$ cat src/hdl/cps_pkg.sv
// ----------------------------------------------------------------------------
// cps_pkg: shared types and constants of the counter priority scheduler
// Holds the request and response words, the task table entry layout and the
// table geometry.
// ----------------------------------------------------------------------------
package cps_pkg;

	localparam int TASK_SLOTS = 32;
	localparam int SLOT_W     = $clog2(TASK_SLOTS);

	localparam logic REQ_TICK = 1'b0;
	localparam logic REQ_SET  = 1'b1;

	typedef struct packed {
		logic       req_type;
		logic [4:0] task_index;
		logic       task_present;
		logic       task_ready;
		logic [6:0] task_priority;
		logic [7:0] task_counter;
	} req_t;

	typedef struct packed {
		logic [4:0] current_task;
		logic       switched;
		logic [7:0] current_slice;
		logic       refilled;
		logic       none_runnable;
	} rsp_t;

	typedef struct packed {
		logic       present;
		logic       ready;
		logic [6:0] priority_v;
		logic [7:0] counter;
	} ent_t;

	localparam int ENT_W = $bits(ent_t);

endpackage

$ cat src/hdl/counter_priority_scheduler_unit.sv
// ----------------------------------------------------------------------------
// counter_priority_scheduler_unit: counter based task scheduler
// Task table in one RAM, walked by a small sequencer for ticks and refills.
// ----------------------------------------------------------------------------
// Usage: drive a request word on req and raise start while busy is low; the
// word is taken at that clock edge. Exactly one response word per request
// appears on rsp for one cycle with done high. The receiver cannot stall, so
// it must capture rsp whenever done is high.
// A set-task request writes its entry, then reports via ST_RD and ST_REPORT.
// A tick charges the running task (unless the idle task runs) and, if it must
// reschedule, scans the table from the top slot down to 1, one slot per RAM
// read. If no slot qualifies, a refill pass rewrites every present slot,
// again one slot per cycle, and a second scan follows; the single RAM read
// port sets that pace. The block takes one request at a time.
// Reset clears the per-slot valid bits at once, so every slot reads as empty
// with a zero counter, and the idle task (slot 0) becomes current. No
// clearing pass is needed and start may be raised right after reset.
// ----------------------------------------------------------------------------
module counter_priority_scheduler_unit (
	input  logic          clk,
	input  logic          arst_n,
	input  logic          start,
	input  cps_pkg::req_t req,
	output logic          busy,
	output logic          done,
	output cps_pkg::rsp_t rsp
);
	import cps_pkg::*;

	localparam logic [2:0] ST_IDLE   = 3'd0;
	localparam logic [2:0] ST_RD     = 3'd1;
	localparam logic [2:0] ST_REPORT = 3'd2;
	localparam logic [2:0] ST_DEC    = 3'd3;
	localparam logic [2:0] ST_SCAN   = 3'd4;
	localparam logic [2:0] ST_REFILL = 3'd5;

	localparam logic [SLOT_W-1:0] TOP_SLOT = SLOT_W'(TASK_SLOTS - 1);
	localparam logic [SLOT_W-1:0] ONE_SLOT = SLOT_W'(1);

	logic [2:0]            state_q;
	logic [TASK_SLOTS-1:0] valid_q;
	logic [SLOT_W-1:0]     run_q;
	logic [SLOT_W-1:0]     ptr_q;
	logic                  iss_q;
	logic                  pass_q;
	logic [SLOT_W-1:0]     best_q;
	logic [7:0]            best_cnt_q;
	logic                  done_q;
	rsp_t                  rsp_q;

	logic [SLOT_W-1:0]     addr_s1;
	logic                  vld_s1;

	logic                  accept;
	logic                  set_ok;
	logic                  we;
	logic [SLOT_W-1:0]     waddr;
	ent_t                  wdata;
	logic [SLOT_W-1:0]     raddr;
	logic [ENT_W-1:0]      ram_rdata;
	ent_t                  rd_ent;

	logic [7:0]            dec_cnt;
	logic [7:0]            refill_cnt;
	logic                  cand;
	logic [SLOT_W-1:0]     best_nx;
	logic [7:0]            best_cnt_nx;
	logic                  scan_done;
	logic                  refill_done;

	assign accept = start && !busy;
	assign set_ok = (req.task_index != 5'd0) && (32'(req.task_index) < TASK_SLOTS);
	assign busy   = (state_q != ST_IDLE);
	assign done   = done_q;
	assign rsp    = rsp_q;

	// Slots never written read as empty entries with a zero counter.
	assign rd_ent = valid_q[addr_s1] ? ent_t'(ram_rdata) : ent_t'('0);

	assign dec_cnt    = (rd_ent.counter != 8'd0) ? rd_ent.counter - 8'd1 : 8'd0;
	assign refill_cnt = {1'b0, rd_ent.counter[7:1]} + {1'b0, rd_ent.priority_v};

	// Strictly greater wins, so on equal counters the higher slot (seen first) stays.
	assign cand        = vld_s1 && rd_ent.present && rd_ent.ready &&
	                     (rd_ent.counter > best_cnt_q);
	assign best_nx     = cand ? addr_s1 : best_q;
	assign best_cnt_nx = cand ? rd_ent.counter : best_cnt_q;
	assign scan_done   = vld_s1 && (addr_s1 == ONE_SLOT);
	assign refill_done = vld_s1 && (addr_s1 == TOP_SLOT);

	assign raddr = ((state_q == ST_SCAN) || (state_q == ST_REFILL)) ? ptr_q : run_q;

	always_comb begin
		we    = 1'b0;
		waddr = addr_s1;
		wdata = rd_ent;
		unique case (state_q)
			ST_IDLE: begin
				we    = accept && (req.req_type == REQ_SET) && set_ok;
				waddr = SLOT_W'(req.task_index);
				wdata = '{present: req.task_present, ready: req.task_ready,
				          priority_v: req.task_priority, counter: req.task_counter};
			end
			ST_DEC: begin
				we            = 1'b1;
				wdata.counter = dec_cnt;
			end
			ST_REFILL: begin
				we            = vld_s1 && rd_ent.present;
				wdata.counter = refill_cnt;
			end
			default: begin
				we = 1'b0;
			end
		endcase
	end

	cps_ram #(
		.WIDTH(ENT_W),
		.DEPTH(TASK_SLOTS)
	) u_table (
		.clk  (clk),
		.we   (we),
		.waddr(waddr),
		.wdata(ENT_W'(wdata)),
		.raddr(raddr),
		.rdata(ram_rdata)
	);

	always_ff @(posedge clk) begin
		addr_s1 <= raddr;
	end

	always_ff @(posedge clk or negedge arst_n) begin
		if (!arst_n) begin
			state_q    <= ST_IDLE;
			valid_q    <= '0;
			run_q      <= '0;
			ptr_q      <= '0;
			iss_q      <= 1'b0;
			pass_q     <= 1'b0;
			best_q     <= '0;
			best_cnt_q <= '0;
			vld_s1     <= 1'b0;
			done_q     <= 1'b0;
		end else begin
			done_q <= 1'b0;
			vld_s1 <= 1'b0;
			if (we) begin
				valid_q[waddr] <= 1'b1;
			end
			unique case (state_q)
				ST_IDLE: begin
					if (accept) begin
						pass_q     <= 1'b0;
						best_q     <= '0;
						best_cnt_q <= '0;
						ptr_q      <= TOP_SLOT;
						iss_q      <= 1'b1;
						if (req.req_type == REQ_SET) begin
							state_q <= ST_RD;
						end else if (run_q == '0) begin
							state_q <= ST_SCAN;
						end else begin
							state_q <= ST_DEC;
						end
					end
				end
				ST_RD: begin
					state_q <= ST_REPORT;
				end
				ST_REPORT: begin
					done_q  <= 1'b1;
					state_q <= ST_IDLE;
				end
				ST_DEC: begin
					if (dec_cnt != 8'd0) begin
						done_q  <= 1'b1;
						state_q <= ST_IDLE;
					end else begin
						state_q <= ST_SCAN;
					end
				end
				ST_SCAN: begin
					vld_s1 <= iss_q;
					if (iss_q) begin
						if (ptr_q == ONE_SLOT) begin
							iss_q <= 1'b0;
						end else begin
							ptr_q <= ptr_q - ONE_SLOT;
						end
					end
					best_q     <= best_nx;
					best_cnt_q <= best_cnt_nx;
					if (scan_done) begin
						if (best_nx != '0) begin
							run_q   <= best_nx;
							done_q  <= 1'b1;
							state_q <= ST_IDLE;
						end else if (!pass_q) begin
							pass_q  <= 1'b1;
							ptr_q   <= ONE_SLOT;
							iss_q   <= 1'b1;
							state_q <= ST_REFILL;
						end else begin
							run_q   <= '0;
							done_q  <= 1'b1;
							state_q <= ST_IDLE;
						end
					end
				end
				ST_REFILL: begin
					vld_s1 <= iss_q;
					if (iss_q) begin
						if (ptr_q == TOP_SLOT) begin
							iss_q <= 1'b0;
						end else begin
							ptr_q <= ptr_q + ONE_SLOT;
						end
					end
					if (refill_done) begin
						ptr_q      <= TOP_SLOT;
						iss_q      <= 1'b1;
						best_q     <= '0;
						best_cnt_q <= '0;
						state_q    <= ST_SCAN;
					end
				end
				default: begin
					state_q <= ST_IDLE;
				end
			endcase
		end
	end

	// Response word; run_q still holds the previous task while it is built.
	always_ff @(posedge clk) begin
		case (state_q)
			ST_REPORT: begin
				rsp_q <= '{current_task: 5'(run_q), switched: 1'b0,
				           current_slice: rd_ent.counter, refilled: 1'b0,
				           none_runnable: 1'b0};
			end
			ST_DEC: begin
				rsp_q <= '{current_task: 5'(run_q), switched: 1'b0,
				           current_slice: dec_cnt, refilled: 1'b0,
				           none_runnable: 1'b0};
			end
			ST_SCAN: begin
				if (best_nx != '0) begin
					rsp_q <= '{current_task: 5'(best_nx), switched: (best_nx != run_q),
					           current_slice: best_cnt_nx, refilled: pass_q,
					           none_runnable: 1'b0};
				end else begin
					rsp_q <= '{current_task: 5'd0, switched: (run_q != '0),
					           current_slice: 8'd0, refilled: 1'b1,
					           none_runnable: 1'b1};
				end
			end
			default: begin
				rsp_q <= rsp_q;
			end
		endcase
	end

endmodule

$ cat src/hdl/cps_ram.sv
// ----------------------------------------------------------------------------
// cps_ram: generic simple dual-port RAM
// One write port and one read port; read data is registered.
// ----------------------------------------------------------------------------
module cps_ram #(
	parameter int WIDTH = 8,
	parameter int DEPTH = 32
) (
	input  logic                     clk,
	input  logic                     we,
	input  logic [$clog2(DEPTH)-1:0] waddr,
	input  logic [WIDTH-1:0]         wdata,
	input  logic [$clog2(DEPTH)-1:0] raddr,
	output logic [WIDTH-1:0]         rdata
);

	logic [WIDTH-1:0] mem [DEPTH];

	always_ff @(posedge clk) begin
		if (we) begin
			mem[waddr] <= wdata;
		end
		rdata <= mem[raddr];
	end

endmodule

$ cat config.mk
export PLATFORM = sky130hd
export DESIGN_NAME = counter_priority_scheduler_unit
export DESIGN_NICKNAME = d
export VERILOG_FILES = /design/src/hdl/cps_pkg.sv /design/src/hdl/counter_priority_scheduler_unit.sv /design/src/hdl/cps_ram.sv
export SDC_FILE = /design/constraint.sdc
export NUM_CORES = 1
export LEC_CHECK = 0
export BUFFER_PORTS_ARGS = -buffer_cell sky130_fd_sc_hd__buf_2
export CAP_MARGIN = 15
export CORE_MARGIN = 3
export CORE_UTILIZATION = 55
export CTS_CLUSTER_DIAMETER = 120
export DETAILED_ROUTE_END_ITERATION = 16
export GPL_TIMING_DRIVEN = 0
export PLACE_DENSITY = 0.74
export SLEW_MARGIN = 40
export SYNTH_ARGS = -nofsm -noshare
export SYNTH_HDL_FRONTEND = slang
export SYNTH_SLANG_ARGS = --single-unit
$ cat constraint.sdc
create_clock -name clk -period 4.5 [get_ports clk]
set_input_delay 0.225 -clock clk [delete_from_list [all_inputs] [get_ports clk]]
set_output_delay 0.225 -clock clk [all_outputs]
set_load 0.01 [all_outputs]
==> results of run 1 <==
==> cells in the final DEF, fill, tap and decap left out, types with 37 or more instances in the layout <==
cell | Yosys | layout
sky130_fd_sc_hd__nand2_1 | 216 | 211
sky130_fd_sc_hd__nand3_1 | 91 | 90
sky130_fd_sc_hd__clkbuf_16 | 0 | 69
sky130_fd_sc_hd__buf_2 | 17 | 60
sky130_fd_sc_hd__dfrtp_1 | 62 | 62
sky130_fd_sc_hd__nor2_1 | 70 | 37
sky130_fd_sc_hd__edfxtp_1 | 560 | 560
sky130_fd_sc_hd__clkbuf_1 | 65 | 70
sky130_fd_sc_hd__o21ai_0 | 50 | 47
sky130_fd_sc_hd__mux4_2 | 142 | 142
==> flip-flops by register name, indices dropped and copies added, names as in the netlist, 3 cells and up <==
register       count
addr_s1            5
u_table.mem      544
valid_q           32
rsp               16
state_q            3
run_q              5
ptr_q              5
best_q             5
u_table.rdata     17
best_cnt_q         8
==> worst min-delay path: stages <==
cell,delay (ns)
sky130_fd_sc_hd__buf_2,0.09
sky130_fd_sc_hd__nand2_1,0.09
sky130_fd_sc_hd__o21ai_4,0.14
==> layer usage <==
layer / wire [um] / track usage, %
met1: 25100 / 36.3
met2: 32300 / 42.1
met3: 6960 / 5.24
met4: 4060 / 14.1
met5: 0 / 0
==> final cells by class <==
type                       count  area (sq um)
sequential                   644         18800
fill                        3161         16400
multi-input combinational    846          7780
clock buffer                  90          1870
tap                          607           759
timing repair buffer          79           731
buffer                        88           414
clock inverter                26           215
inverter                      28           105
==> how the worst max path moves through the flow <==
stage / start / cells past startpoint / endpoint
4_1_cts: addr_s1[1] / 17 / u_table.mem[28][7]
6_report: addr_s1[1] / 16 / rsp[9]
3_3_place_gp: addr_s1[1] / 17 / u_table.mem[29][5]
5_1_grt: addr_s1[1] / 16 / u_table.mem[3][7]
3_5_place_dp: addr_s1[1] / 20 / rsp[2]
2_1_floorplan: addr_s1[1] / 16 / u_table.mem[0][5]
==> stage by stage <==
stage / hold slack (ns) / instance area [sq um] / utilization [%] / total power (W) / std cells
floorplan: -0.0706 / 26400 / - / 0.00653 / 1601
global placement: 0.447 / 27400 / 58.3 / 0.00656 / 2251
detailed placement: 0.365 / 28200 / 59.9 / 0.00656 / 2280
CTS: 0.0355 / 30500 / 64.8 / 0.0117 / 2404
global route: 0.0519 / 30700 / 65.2 / 0.0120 / 2408
finish: 0.0786 / 30700 / 65.2 / 0.0117 / 2408
==> cell families after synthesis <==
| family | Yosys count | synth area share [%] |
|---|---|---|
| simple gates | 445 | 7.45 |
| xor+xnor | 15 | 0.497 |
| compound gates | 191 | 4.92 |
| fa+ha+maj | 22 | 1.07 |
| mux | 166 | 13.1 |
| buf+inv | 118 | 1.85 |
| flops | 644 | 71.1 |
==> timing repair <==
item	4_1_cts	5_1_grt
pin swaps	9	13
hold buffers	3	0
setup endpoints to repair	243	139
endpoints found under the hold margin	64	0
resized for setup	27	28
buffers inserted	3	2
cloned	3	4
==> Yosys cell counts (all sizes together) (24+ instances only) <==
cell,instances,area share [%]
edfxtp,560,64
nand2,216,3.1
mux4,142,12
nand3,91,1.7
nor2,71,1.0
clkbuf,66,0.94
dfrtp,62,5.9
o21ai,53,1.0
a21oi,31,0.59
o21bai,31,0.88
inv,27,0.38
buf,24,0.51
==> report_power, final <==
part	total, W	internal (W)	switching [W]	leakage, nW
Clock	0.00527	0.00304	0.00223	1.02
Combinational	0.0000324	0.0000110	0.0000214	3.43
Sequential	0.00640	0.00640	0	5.39
Total	0.0117	0.00945	0.00225	9.84
==> flow_results.org, run 1 <==
** Timing
- Accumulated negative setup slack :: 0 ns
- Final slew viol count :: 11
- For the finished layout, the period the worst path requires is 4.47 ns.
- At the pin with the least slew margin, the transition time is around 1.8 ns.
- Part of the cycle the worst path needs :: 99.4%
- Highest clock rate :: between 200 and 250 MHz
- Slew headroom :: -19.4%
- For the final database, setup skew stands at around 0.03 ns.
- Minimum setup slack in the final design :: 0.0253 ns
- Final Hold Violating Endpoints :: 0
- Setup-violating endpoint count in the final report :: 0

** Logic synthesis
- Of all flip-flops after synthesis, the portion carrying an async set or reset was 9.63%.
- Number of enable flip-flop cells after synthesis :: 560
- The synthesized netlist occupies a cell area of 26400 sq um.
- Synthesis inferred between 600 and 700 register bits.
- Synthesis produced a netlist with a net count of 1649.
- Portion of the post-synthesis area used by sequential elements :: 71.1%
- Yosys mapped the design onto 69 distinct sky130hd cell types.
- Yosys printed 0 warnings.
- Average instance area after synthesis :: 16.5 sq um
- Main flop type after synthesis :: sky130_fd_sc_hd__edfxtp_1
- Cells after Synth :: 1601

** Outcome
- Failing checks :: max-capacitance violations, max-slew violations
- The flow ran to the end, but the final reports show violations.

** Route
- DRC violation count after routing :: 0
- Dividing the detail-routed wire length by the instance count gives approximately 28 um.
- The detailed router placed about 16000 vias in this run.
- For this block, the routed nets add up to a little under 70000 um of wire.
- For this run, the detailed router's first-pass iteration total came to 7.
- The detailed router finished its first iteration with 1989 violations.
- Number of nets with antenna violations after detailed routing :: 0
- Number of vias per cell :: 6.48

** Clock tree
- Clock latency on the worst-skew pair :: 0.60 ns
- TritonCTS created 66 clock buffers.
- The tree is rooted in a sky130_fd_sc_hd__clkbuf_16.
- TritonCTS clock tree :: yes
- Clock edge transition at the registers on the reported setup and hold paths :: 0.06 ns
- Longest Clk Path Bufs :: 3
- Clock tree synthesis found a total of 644 sinks.
- The clock tree synthesis step divided the H-tree into 3 levels.

** Min path
- In this run the worst hold path is classified as input pin to flip-flop.
- The worst hold path begins at req[15].
- End point of the most critical hold path :: u_table.mem[2][15]
- The worst hold path was traced through 3 stages.

** Pwr
- In this run the static leakage power is ~9.8 nW.
- Power density relative to cell area :: 381 nW/um^2
- Worst voltage drop across the vdd grid :: 0.000293 V

** Placement
- Routability congestion estimate from global placement :: 0.892
- Number of I/O port buffers :: 43
- Detailed placement ended at an HPWL of 42300 um.
- Pre-CTS WS :: -0.699 ns

** Worst setup path
- Number of cells on the worst reg-to-reg path :: 16
- Buffers & Inverters on Critical Path :: 3
- Data on the critical path arrives at its endpoint at 4.82 ns.
- The worst setup path is launched from a flip-flop.
- Worst path most repeated cell :: sky130_fd_sc_hd__buf_6
- Max stage delay cell, worst path :: sky130_fd_sc_hd__mux4_2
- Longest individual stage delay on the worst path :: approximately 0.5 ns
- Reg-to-Reg Start :: addr_s1[1]
- Among cell families on the critical path, the largest total delay comes from simple AND/OR/NAND/NOR gates.
- Of all nets on the critical path, the largest fanout is 10.
- Worst path cell trace :: buf_6 > mux4_2 > mux2_4 > a211oi_4 > nor2_4 > and2_1 > ha_1 > nand3_1 > nor3_2 > a21oi_1 > and3_1 > buf_6 > and2_4 > buf_6 > a21o_1 > a221o_1
- Kind of critical path :: flip-flop to flip-flop
- In this run the register-to-register setup slack is approximately 0.025 ns.
- Required arrival time at the worst endpoint :: 4.85 ns
- The worst register-to-register path ends at rsp[9].
- Type of destination of the critical path :: flip-flop

** Global route
- GR Util All Layers :: 26.9%
- The first global-routing pass estimated 99500 um of wire.
- Entering global routing, the biggest net connects 63 pins.
- The initial antenna violation count came to 2.
- The total overflow left after global routing is 0.
- The number of global-route vias before repair came to 15578.

** Cells and area
- Post-synthesis to final-layout area growth :: 16.0%
- Number of antenna diodes :: 0
- Fraction of layout instances using a drive strength above 1 :: 24.8%
- Nets :: 1801

** Floorplanning
- Top-Level Pins :: 44
- Total Die Area :: approximately 51000 sq um
- Once the floorplan was initialized, standard cells occupied between 50% and 60% of the core.
- Site Rows :: between 70 and 80
- CORE AREA :: 47100 sq um
- In this run the horizontal extent of the chip is 225 um.
- Height of the die :: 225 um

** Run
- The tool flagged a number of max-cap violations equal to 1.
Note: power is estimated with default switching activity, not from simulation.
==> run 2, diff against run 1 <==
- ABC_AREA: unset -> 1
- CORE_ASPECT_RATIO: unset -> 1.4
- PLACE_DENSITY: 0.74 -> 0.71
- clock period: 4.5 -> 5.4 ns (I/O delays scaled with it)
==> flow_results.org, run 2 <==
** Timing
- The number of setup violations in the final report came to 0 (unchanged).
- The minimum period implied by the final worst setup slack came to 4.85 ns (was 4.47 ns).
- The number of hold-slack violations in the final timing report came to 0 (unchanged).
- Part of the cycle the worst path needs :: 89.9% (was 99.4%)
- The maximum clock rate is 206 MHz (was 223 MHz).
- Accumulated negative setup slack :: 0 ns (unchanged)
- Setup repair after global routing left no endpoint under its margin.
- The final max-slew violation count came to 0 (was 11).
- Slew at the pin closest to its max-slew limit :: 0.935 ns (was 1.78 ns)
- The setup slack of the critical path after layout was 0.547 ns (was 0.0253 ns).
- The clock skew after layout was 0.0296 ns (was 0.0295 ns).
- The worst max-slew margin expressed relative to the limit came to 37.7% (was -19.4%).

** Worst setup path
- The delay of the slowest cell on the worst path came to 0.65 ns (was 0.51 ns).
- Type of destination of the critical path :: flip-flop (unchanged)
- The maximum fanout along the worst path was 32 (was 10).
- Max stage delay cell, worst path :: sky130_fd_sc_hd__nand3_2 (was sky130_fd_sc_hd__mux4_2)
- Data arrival, critical path :: 4.93 ns (was 4.82 ns)
- The required time of the critical path was 5.48 ns (was 4.85 ns).
- CP startpoint kind :: flip-flop (unchanged)
- The path type of the worst setup path is flip-flop to flip-flop (unchanged).

** Floorplanning
- Height of the die :: 268 um (was 225 um)
- The floorplan die width was 193 um (was 225 um).
- CORE AREA :: 48300 sq um (was 47100 sq um)
- The I/O pin total is 44 (unchanged).
- The effective utilization at floorplan was 55.8% (was 56.2%).
- The floorplan row count was 95 (was 79).
- Total Die Area :: 51700 sq um (was 50700 sq um)

** Pwr
- Static Leakage :: 9.94 nW (was 9.84 nW)
- The portion of total power attributed to sequential cells is 54.6% (was 54.7%).
- The total power after layout is 0.00976 W (was 0.0117 W).
- The internal power is 0.00789 W (was 0.00945 W).
- The net switching share of the total power came to 19.2% (about the same).
- Worst voltage drop across the vdd grid :: 0.000270 V (was 0.000293 V)
- Proportion of power drawn by the clock network :: 45.1% (was 45.0%)
- Power density relative to cell area :: 314 nW/um^2 (was 381 nW/um^2)
- Switching power of the nets :: 0.00187 W (was 0.00225 W)
- The combinational cell fraction of total power is 0.2% (was 0.3%).

** Clock tree
- Post-CTS setup repair buffer count :: 0 (was 3)
- H-tree depth :: 2 (was 3)
- The CTS tree was yes (unchanged).
- Clock edge transition at the registers on the reported setup and hold paths :: 0.07 ns (was 0.06 ns)
- The TritonCTS buffer count was 57 (was 66).
- The cell at the root of the clock tree was sky130_fd_sc_hd__clkbuf_16 (unchanged).
- The clock insertion delay at the later pin of the skew report came to 0.62 ns (was 0.60 ns).
- The clock sink count was 644 (unchanged).
- Longest Clk Path Bufs :: 3 (unchanged)

** Cells and area
- Post-synthesis to final-layout area growth :: 15.6% (was 16.0%)
- Final cell count without fillers :: 3090 (was 2408)
- Largest registers :: u_table.mem (544), valid_q (32), u_table.rdata (17) (unchanged)
- The total number of nets in the final design is 2459 (was 1801).
- Most common cell after layout, fill and taps aside :: sky130_fd_sc_hd__edfxtp_1 (unchanged)
- The register name with the most flops is u_table.mem (unchanged).
- Flip-flop count of the largest register, all copies and words added :: 544 (unchanged)
- The share of cells above drive strength 1 came to 12.0% (was 24.8%).
- The number of filler instances in the final layout was 3578 (was 3161).
- Highest-count cells in the layout ignoring fill and taps :: sky130_fd_sc_hd__edfxtp_1 (560), sky130_fd_sc_hd__nor2_1 (343), sky130_fd_sc_hd__o21ai_0 (319) (was sky130_fd_sc_hd__edfxtp_1 (560), sky130_fd_sc_hd__nand2_1 (211), sky130_fd_sc_hd__mux4_2 (142))

** Run
- Number of max-cap violations :: 0 (was 1)

** Logic synthesis
- The post-synthesis net count is 2308 (was 1649).
- The multiplexer share of the synthesized area is 0% (was 13.1%).
- The synthesized-area fraction occupied by adder cells was 1.05% (was 1.07%).
- Warnings from Yosys :: 0 (unchanged)
- Top cell type by total area after synthesis :: sky130_fd_sc_hd__edfxtp_1 (unchanged)
- Cells after Synth :: 2260 (was 1601)
- The proportion of register bits with asynchronous set or reset after synthesis is 9.63% (unchanged).
- The cell with the most instances after synthesis is sky130_fd_sc_hd__edfxtp_1 (unchanged).
- Number of enable flip-flop cells after synthesis :: 560 (unchanged)
- The post-synthesis xor/xnor area fraction came to 0.358% (was 0.497%).
- Synth cell types :: 48 (was 69)
- Commonest cells post-synth :: sky130_fd_sc_hd__edfxtp_1 (560), sky130_fd_sc_hd__nor2_1 (376), sky130_fd_sc_hd__o21ai_0 (322) (was sky130_fd_sc_hd__edfxtp_1 (560), sky130_fd_sc_hd__nand2_1 (216), sky130_fd_sc_hd__mux4_2 (142))
- Share of the synthesized area in compound gates (AO/OA/AOI/OAI) :: 13.0% (was 4.92%)
- The main combinational cell family by area after synthesis was compound AO/OA/AOI/OAI gates (was multiplexers).
- The top flip-flop cell by instance count after synthesis is sky130_fd_sc_hd__edfxtp_1 (unchanged).
- The cell area after synthesis came to 26900 sq um (was 26400 sq um).
- Leading cell types by total area after synthesis: sky130_fd_sc_hd__edfxtp_1 (62%), sky130_fd_sc_hd__o21ai_0 (6.0%), sky130_fd_sc_hd__dfrtp_1 (5.8%), sky130_fd_sc_hd__nor2_1 (5.2%), sky130_fd_sc_hd__o221ai_1 (3.3%) (was sky130_fd_sc_hd__edfxtp_1 (64%), sky130_fd_sc_hd__mux4_2 (12%), sky130_fd_sc_hd__dfrtp_1 (5.9%), sky130_fd_sc_hd__nand2_1 (3.1%), sky130_fd_sc_hd__nand3_1 (1.7%)).
- Simple logic cell fraction of the synthesized area :: 12.0% (was 7.45%)
- The fraction of synthesized cell area taken by the top area cell type came to 62.5% (was 63.6%).
- The synthesized area per cell came to 11.9 sq um (was 16.5 sq um).
- Number of storage elements in the synthesis netlist :: 644 (unchanged)
- Portion of the post-synthesis area used by sequential elements :: 69.9% (was 71.1%)

** Global route
- GR Util All Layers :: 34.2% (was 26.9%)
- Wire length of the first global-routing pass :: 128000 um (was 99500 um)
- Via count of the first global-routing pass :: 19630 (was 15578)
- Largest net degree at the start of global routing :: 33 (was 63)
- The initial antenna violation count is 1 (was 2).
- The final global-route overflow total was 0 (unchanged).

** Placement
- The estimated wirelength of the detail-placed design is 61100 um (was 42300 um).
- Number of I/O port buffers :: 43 (unchanged)
- Pre-CTS WS :: 0.614 ns (was -0.699 ns)
- The cell count after placement came to 2981 (was 2280).
- The final weighted congestion of routability-driven global placement came to 1.01 (was 0.892).

** Min path
- Worst min path class :: input pin to flip-flop (unchanged)

** Route
- The number of violations reported at the end of detailed-routing iteration 0 was 3015 (was 1989).
- The remaining design rule violation count came to 0 (unchanged).
- Length of the first detailed-routing pass in iterations :: 6 (was 7)
- Total routed wirelength :: 88500 um (was 68300 um)
- The wire length per cell was 28.6 um (was 28.4 um).
- The count of antenna-violating nets left after detailed routing was 0 (unchanged).
- Number of vias per cell :: 6.56 (was 6.48)
- The overall via count from detail_route came to 20256 (was 15598).

** Outcome
- Outcome: finished, final reports clean (was finished, violations left).
==> run 2: power groups by stage <==
stage | clock network, W | registers [W] | logic [W]
after floorplan | 0 | 0.00544 | 0.00000109
after global placement | 0 | 0.00544 | 0.0000213
after detailed placement | 0 | 0.00544 | 0.0000241
after CTS | 0.00440 | 0.00533 | 0.0000248
after global routing | 0.00459 | 0.00533 | 0.0000268
final | 0.00440 | 0.00533 | 0.0000242
==> run 2: critical path: cells and delay by family (launching register included) <==
kind	cells	cell delay, ns
compound gates	2	0.34
fa+ha+maj	2	0.71
flops	1	0.33
simple gates	16	2.27
buf+inv	5	0.63
==> run 2: timing repair <==
action,4_1_cts,5_1_grt
hold endpoints to repair,62,0
resized for setup,0,0
hold buffers,1,0
==> run 2: cells by family after synthesis <==
kind of cell | count (synthesis)
buffers and inverters | 249
DFF | 644
xor gates and xnor gates | 11
adders and majority gates | 22
and+or+nand+nor | 751
AOI/OAI and AO/OA | 583
==> run 2: worst paths after layout <==
kind	start	endpoint	slack [ns]	depth (start not counted)
max	addr_s1[0]	u_table.mem[26][6]	0.55	25
min	req[0]	u_table.mem[24][0]	0.08	3
max reg2reg	addr_s1[0]	u_table.mem[26][6]	0.55	25
min reg2reg	valid_q[11]	valid_q[11]	0.46	2
max in group asynchronous	arst_n	state_q[0]	4.71	3
min in group asynchronous	arst_n	ptr_q[2]	0.15	2
==> run 2: routing by layer <==
| layer | share of wire (%) | GRT usage, % | vias up |
|---|---|---|---|
| met5 | 0 | 0 | - |
| met4 | 8.7 | 22.8 | 0 |
| met3 | 12 | 6.73 | 398 |
| met2 | 47 | 55.5 | 1551 |
| met1 | 33 | 41.6 | 9726 |
| li1 | - | - | 8581 |
==> run 2: cell type report <==
cell class / count / area [sq um] / area share [%]
Antenna cell: 1 / 2.50 / 0.00804
Buffer: 136 / 596 / 1.91
Clock buffer: 69 / 1530 / 4.93
Clock inverter: 38 / 473 / 1.52
Inverter: 113 / 432 / 1.39
Multi-Input combinational cell: 1367 / 7420 / 23.9
Sequential cell: 644 / 18800 / 60.4
Tap cell: 630 / 788 / 2.53
Timing Repair Buffer: 92 / 1070 / 3.43
==> run 2: through the flow <==
step | area [sq um] | hold WS [ns] | utilization, %
finish | 31100 | 0.0784 | 64.5
global route | 31100 | 0.0956 | 64.5
CTS | 31100 | 0.0627 | 64.5
detailed placement | 29100 | 0.237 | 60.3
global placement | 27900 | 0.439 | 57.9
floorplan | 26900 | -0.0256 | -
